`config.mk`:
```
export PLATFORM = sky130hd
export DESIGN_NAME = trpfl_ctrl
export DESIGN_NICKNAME = d
export VERILOG_FILES = /design/src/trpfl_pkg.sv /design/src/trpfl_ctrl.sv
export SDC_FILE = /design/constraint.sdc
export NUM_CORES = 1
export LEC_CHECK = 0
export BUFFER_PORTS_ARGS = -buffer_cell sky130_fd_sc_hd__buf_4
export CORE_UTILIZATION = 25
export CTS_CLUSTER_SIZE = 30
export DETAILED_ROUTE_END_ITERATION = 12
export PLACE_DENSITY = 0.57
export SLEW_MARGIN = 0
export SYNTH_ARGS = -nofsm -noshare
export SYNTH_HDL_FRONTEND = slang
export SYNTH_SLANG_ARGS = --single-unit
```
`constraint.sdc`:
```
create_clock -name aclk -period 2.2 [get_ports aclk]
set_clock_uncertainty 0.2 [all_clocks]
set_input_delay 0.22 -clock aclk [delete_from_list [all_inputs] [get_ports aclk]]
set_output_delay 0.22 -clock aclk [all_outputs]
set_load 0.1 [all_outputs]
```
`src/trpfl_pkg.sv`:
```
// Shared types, codes and constants of the two-region page free list.
package trpfl_pkg;

    // Default sizes handed to the top level parameters.
    localparam int MAX_PAGES_DEF  = 4096;
    localparam int PAGE_BYTES_DEF = 4096;

    // Fixed field widths.
    localparam int ADDR_W  = 56;
    localparam int CNT_W   = 13;
    localparam int MODE_W  = 2;
    localparam int STAT_W  = 2;
    localparam int CFG_IDX_W = 2;

    localparam logic [CNT_W-1:0] CNT_MAX = 13'd8191;

    // Register reset values.
    localparam logic [ADDR_W-1:0] MEM_LO_RST      = 56'd2147483648;
    localparam logic [ADDR_W-1:0] MEM_HI_RST      = 56'd2164260864;
    localparam logic [CNT_W-1:0]  KERN_NPAGES_RST = 13'd1024;

    // Register indexes.
    localparam logic [CFG_IDX_W-1:0] CFG_MEM_LO      = 2'd0;
    localparam logic [CFG_IDX_W-1:0] CFG_MEM_HI      = 2'd1;
    localparam logic [CFG_IDX_W-1:0] CFG_KERN_NPAGES = 2'd2;

    // Operation codes.
    localparam logic [MODE_W-1:0] MODE_BUILD = 2'd0;
    localparam logic [MODE_W-1:0] MODE_ALLOC = 2'd1;
    localparam logic [MODE_W-1:0] MODE_FREE  = 2'd2;

    // Result status codes.
    localparam logic [STAT_W-1:0] STAT_OK      = 2'd0;
    localparam logic [STAT_W-1:0] STAT_EMPTY   = 2'd1;
    localparam logic [STAT_W-1:0] STAT_ALIGN   = 2'd2;
    localparam logic [STAT_W-1:0] STAT_OUTSIDE = 2'd3;

    // Controller states.
    typedef enum logic [3:0] {
        ST_DER0,
        ST_DER1,
        ST_DER2,
        ST_DER3,
        ST_DER4,
        ST_IDLE,
        ST_ALLOC,
        ST_FREE1,
        ST_FREE2,
        ST_BUILD,
        ST_WALK,
        ST_NOP
    } state_t;

    // Commands from the controller to the datapath.
    typedef struct packed {
        logic accept;
        logic rd_en;
        logic der0;
        logic der1;
        logic der2;
        logic der3;
        logic der4;
        logic do_alloc;
        logic free_chk;
        logic do_free;
        logic build_init;
        logic walk_step;
        logic load_out;
    } ctrl_cmd_t;

    // Status from the datapath to the controller.
    typedef struct packed {
        logic walk_done;
    } ctrl_stat_t;

endpackage

```
`src/trpfl_ctrl.sv`:
```
// Controller state machine of the two-region page free list.
module trpfl_ctrl (
    input  logic                          aclk,
    input  logic                          aresetn,
    input  logic                          s_tvalid,
    output logic                          s_tready,
    input  logic [trpfl_pkg::MODE_W-1:0]  in_mode,
    input  logic                          cfg_we,
    output logic                          m_tvalid,
    input  logic                          m_tready,
    output trpfl_pkg::ctrl_cmd_t          cmd,
    input  trpfl_pkg::ctrl_stat_t         stat
);

    trpfl_pkg::state_t state_reg, state_next;
    logic out_valid_reg, out_valid_next;
    logic out_free;

    assign out_free = !out_valid_reg || m_tready;
    assign m_tvalid = out_valid_reg;

    // State and output valid registers.
    always_ff @(posedge aclk) begin
        if (!aresetn) begin
            state_reg     <= trpfl_pkg::ST_DER0;
            out_valid_reg <= 1'b0;
        end else begin
            state_reg     <= state_next;
            out_valid_reg <= out_valid_next;
        end
    end

    // Next state and commands.
    always_comb begin
        state_next = state_reg;
        cmd        = '0;
        s_tready   = 1'b0;
        case (state_reg)
            trpfl_pkg::ST_DER0: begin
                cmd.der0   = 1'b1;
                state_next = trpfl_pkg::ST_DER1;
            end
            trpfl_pkg::ST_DER1: begin
                cmd.der1   = 1'b1;
                state_next = trpfl_pkg::ST_DER2;
            end
            trpfl_pkg::ST_DER2: begin
                cmd.der2   = 1'b1;
                state_next = trpfl_pkg::ST_DER3;
            end
            trpfl_pkg::ST_DER3: begin
                cmd.der3   = 1'b1;
                state_next = trpfl_pkg::ST_DER4;
            end
            trpfl_pkg::ST_DER4: begin
                cmd.der4   = 1'b1;
                state_next = trpfl_pkg::ST_IDLE;
            end
            trpfl_pkg::ST_IDLE: begin
                s_tready = 1'b1;
                if (s_tvalid) begin
                    cmd.accept = 1'b1;
                    case (in_mode)
                        trpfl_pkg::MODE_BUILD: state_next = trpfl_pkg::ST_BUILD;
                        trpfl_pkg::MODE_ALLOC: begin
                            cmd.rd_en  = 1'b1;
                            state_next = trpfl_pkg::ST_ALLOC;
                        end
                        trpfl_pkg::MODE_FREE:  state_next = trpfl_pkg::ST_FREE1;
                        default:               state_next = trpfl_pkg::ST_NOP;
                    endcase
                end
            end
            trpfl_pkg::ST_ALLOC: begin
                if (out_free) begin
                    cmd.do_alloc = 1'b1;
                    cmd.load_out = 1'b1;
                    state_next   = trpfl_pkg::ST_IDLE;
                end
            end
            trpfl_pkg::ST_FREE1: begin
                cmd.free_chk = 1'b1;
                state_next   = trpfl_pkg::ST_FREE2;
            end
            trpfl_pkg::ST_FREE2: begin
                if (out_free) begin
                    cmd.do_free  = 1'b1;
                    cmd.load_out = 1'b1;
                    state_next   = trpfl_pkg::ST_IDLE;
                end
            end
            trpfl_pkg::ST_BUILD: begin
                cmd.build_init = 1'b1;
                state_next     = trpfl_pkg::ST_WALK;
            end
            trpfl_pkg::ST_WALK: begin
                if (!stat.walk_done) begin
                    cmd.walk_step = 1'b1;
                end else if (out_free) begin
                    cmd.load_out = 1'b1;
                    state_next   = trpfl_pkg::ST_IDLE;
                end
            end
            trpfl_pkg::ST_NOP: begin
                if (out_free) begin
                    cmd.load_out = 1'b1;
                    state_next   = trpfl_pkg::ST_IDLE;
                end
            end
            default: state_next = trpfl_pkg::ST_DER0;
        endcase
        // A register write restarts the pass over the derived bounds.
        if (cfg_we) begin
            state_next = trpfl_pkg::ST_DER0;
        end
    end

    // Output valid: set on a new result, cleared when the beat is taken.
    always_comb begin
        out_valid_next = out_valid_reg;
        if (cmd.load_out) begin
            out_valid_next = 1'b1;
        end else if (m_tready) begin
            out_valid_next = 1'b0;
        end
    end

endmodule

```
# Word-level counts from Yosys, hierarchy flattened
# Cells that the tools add are included.
word_totals:
  in_bits: 8
  word_cells: 51
  out_inout_bits: 15
  regBits: 5
op_classes:
  eq_ne: 15
  bitwise: 1
  mux: 25
  reduce_logical: 8
op_table:
  columns: ["operator", "n"]
  rows:
  - ["$pmux 4 s10", 1]
  - ["$mux 1", 17]
  - ["$eq 4x3->1 const B", 4]
  - ["$eq 4x4->1 const B", 4]
  - ["$mux 4", 3]
  - ["$pmux 4 s3", 1]
  - ["$eq 4x2->1 const B", 2]
  - ["$eq 4x1->1 const B", 1]
  - ["$logic_not 4->1", 1]
  - ["$mux 2", 2]
  - ["$ne 2x2->1 const B", 2]
  - ["$reduce_or 3->1", 1]
  - ["$eq 2x1->1 const B", 1]
  - ["$eq 2x2->1 const B", 1]
  - ["$logic_not 2->1", 1]
  - ["$pmux 1 s2", 1]
  - ["$reduce_and 2->1", 1]
  - ["$reduce_bool 2->1", 1]
  - ["$reduce_or 2->1", 1]
  - ["$logic_not 1->1", 1]
  - ["$logic_or 1x1->1", 1]
  - ["$not 1->1", 1]

# Depth between registers and ports, before layout
depth:
  ltp_word: 6
  mapped_depth: 6
  mapped_depth_nobuf: 6

# Worst setup path before layout
# Ideal clock, no wire load.
synth_timing:
  path_type: "register to output"
  start: "reg out_valid_reg (netlist: m_tvalid)"
  end: "out cmd[3] (netlist name)"
  n_path_buf: 0
  required_time_ps: 1780
  setup_slack_ps: -2024
  arrival_ps: 3804
  stages_incl_launch_ff: 3
  cell_sequence: "dfxtp_1 -> nor2b_1 -> nor4_1"
synth_lines:
  columns: ["item", "line_no", "rtl"]
  rows:
  - ["start: declaration", "trpfl_ctrl.sv:16", "logic out_valid_reg, out_valid_next;"]
  - ["start signal: assignment", "trpfl_ctrl.sv:29", "out_valid_reg <= out_valid_next;"]
  - ["end: declaration", "trpfl_ctrl.sv:11", "output trpfl_pkg::ctrl_cmd_t cmd,"]

==> impl_metrics.csv <==
group,metric,value,unit
floorplan,io_pins,23,
timing,max_freq,478,MHz
synthesis,synth.net_count,83,
finish,multiInputGateArea,469,um^2
timing,fin_setup_tns,0,ns
drt,viasPerCell,4.57,
timing,layout_setup_ws,0.109,ns
power,p_per_area,321,nW/um^2
timing,setup_viol,0,
synthesis,ys_ff_latch,5,
finish,fill_cells,217,
setup_path,reg2regPathDepth,5,
setup_path,r2r_start,"state_reg[1]",
clock_tree,cts.clk_slew.worst_paths,0.04,ns
finish,largest_reg_flops,4,
synthesis,synth-edff-count,0,
finish,fin_nets,109,
timing,worst_pin_slew,0.494,ns
power,seqPwrFrac,0.340,
setup_path,regToRegEndpoint,"state_reg[0]",
synthesis,yosys-top-cells-area,"dfxtp_1 18%, mux2i_1 11%, ha_1 6.8%",
synthesis,synth_cells,72,
placement,dp_slack,0.294,ns
hold_path,hold_class,"input pin to flip-flop",
status,status,"complete, no violations",
placement,gp_congestion,0.737,
clock_tree,cts_buffers,3,
drt,vias,567,
finish,n_antenna_cell,0,
floorplan,die_h,49.0,um
floorplan,initial_core_util,0.274,
setup_path,crit_path_end_kind,"output port",
grt,grt_first_pass_wirelength,2330,um
grt,grt_util_all_layers,0.127,
power,p_clk_frac,0.386,
hold_path,min_from,"aresetn",
power,switching_share,0.322,
synthesis,netlist.area_leader.share,0.181,
finish,area_delta_synth_final,55.9,%
synthesis,yosysSeqAreaShare,0.181,
drt,wl_per_cell,11.3,um
finish,regArea,104,um^2
synthesis,synth_area_per_cell,7.68,um^2
placement,numPortBuffers,22,
synthesis,ys.flop_type,"dfxtp_1",
power,p_comb_frac,0.275,
setup_path,cp.required,1.78,ns
clock_tree,cts.path.max_buffers,2,
hold_path,hold_depth,2,
synthesis,synth_common_cells,"6 x inv_1, 6 x mux2i_1, 6 x nor2_1",
floorplan,std_cell_rows,16,
drt,initialDrtViolationCount,8,
power,internal_power,0.000188,W
synthesis,synth_cell_type_count,30,
finish,instances_no_fill,124,
timing,rsz0062_at_grt,"true",
drt,firstDrtPassIters,4,
finish,fin_area,862,um^2
floorplan,die_area,2400,um^2
clock_tree,clock-root-buffer,"clkbuf_4",
clock_tree,insertion_delay,0.24,ns
synthesis,synth_area_leader_cell,"dfxtp_1",
synthesis,yosysWarningCount,0,
placement,dpl.cell_count,120,
floorplan,die_w,49.0,um
setup_path,critPathArrivalTime,1.67,ns
floorplan,core-area,2020,um^2
drt,drc,0,
clock_tree,clock_sinks,5,
grt,grt_start_max_net_pins,13,
hold_path,holdPathEnd,"m_tvalid",
grt,first_global_vias,533,
timing,slew_violations,0,
placement,placed_area,831,um^2
grt,antenna_found_initial,0,
timing,slew_headroom,0.670,
timing,finalCritPeriodShare,0.951,
finish,layout-drive-gt1-share,0.526,
placement,hpwl,1150,um
timing,min_period,2.09,ns
setup_path,path_class,"flip-flop to output port",
power,vdd_drop_max,0.164,mV
clock_tree,cts_tree,"yes",
grt,overflow,0,
drt,wl,1400,um
power,leakagePower,0.355,nW
power,power.switching,0.0000891,W
drt,route.antenna.remaining_nets,0,
setup_path,start_kind,"flip-flop",
timing,final_hold_viol_count,0,
run,maxCapViolCount,0,
setup_path,critPathMaxFanout,5,
setup_path,ff2ff_setup_slack,0.38,ns
synthesis,netlist_area,553,um^2
clock_tree,htreeDepth,1,
synthesis,synthArstFlopShare,0,
placed cells by master (no fill, tap or decap), drive strengths merged, types with 2 or more instances in the layout:
cell / synthesis / layout
inv: 6 / 5
nor4: 2 / 2
nor3: 4 / 4
nor2b: 3 / 3
nor2: 6 / 6
nand2b: 5 / 5
nand2: 5 / 5
dfxtp: 5 / 5
mux2i: 6 / 6
clkbuf: 2 / 4
a21boi: 2 / 2
or2b: 2 / 2
ha: 3 / 3
o21ai: 3 / 3
buf: 4 / 27
final cells by class:
type                       count  area share
sequential                     5       0.120
multi-input combinational     55       0.544
tap                           27      0.0392
timing repair buffer          27       0.235
inverter                       6      0.0305
clock buffer                   4      0.0305
worst max-delay path by stage:
| stage | from | cells after the start | end | slack [ns] |
|---|---|---|---|---|
| 4_1_cts | state_reg[0] | 6 | cmd[0] | 0.03 |
| 3_3_place_gp | state_reg[0] | 6 | cmd[0] | 0.29 |
| 3_5_place_dp | state_reg[0] | 6 | cmd[0] | 0.29 |
| 5_1_grt | state_reg[0] | 6 | cmd[0] | -0.01 |
| 2_1_floorplan | state_reg[2] | 2 | cmd[10] | -0.50 |
| 6_report | state_reg[1] | 4 | cmd[1] | 0.11 |
critical path: stages, from the launching register on:
cell	delay, ns
dfxtp_1	0.38
or2b_1	0.26
or4_4	0.44
inv_1	0.07
buf_4	0.28
cell families (layout without fill, tap and decap cells):
logic type | after synthesis | count (layout) | synth area share
compound gates | 11 | 11 | 0.181
simple gates | 35 | 35 | 0.362
mux | 6 | 6 | 0.109
flops | 5 | 5 | 0.181
buf+inv | 12 | 37 | 0.0995
fa+ha+maj | 3 | 3 | 0.0679
layer usage:
metal	wire length [um]	track usage	part of all wire
met4	0	0.0441	0
met1	658	0.156	0.47
met3	77	0.0498	0.055
met2	668	0.201	0.48
met5	0	0	0
stage by stage:
stage | hold slack [ns] | util | power [W]
3_5_place_dp | 0.293 | 0.411 | 0.000172
6_report | 0.0406 | 0.426 | 0.000277
2_1_floorplan | 0.166 | - | 0.000149
3_3_place_gp | 0.285 | 0.411 | 0.000172
5_1_grt | 0.0241 | 0.426 | 0.000301
4_1_cts | 0.0372 | 0.424 | 0.000282
power groups by stage:
stage	logic (W)	clock network [W]	registers, W
floorplan	0.0000536	0	0.0000954
global placement	0.0000762	0	0.0000957
detailed placement	0.0000764	0	0.0000957
CTS	0.0000766	0.000112	0.0000940
global route	0.0000811	0.000126	0.0000941
finish	0.0000761	0.000107	0.0000940
timing repair:
item	in CTS	in global routing
hold buffers	0	0
buffers inserted	0	0
resized for setup	0	3
setup endpoints to repair	0	4
Power figures use the tool's default switching activity.
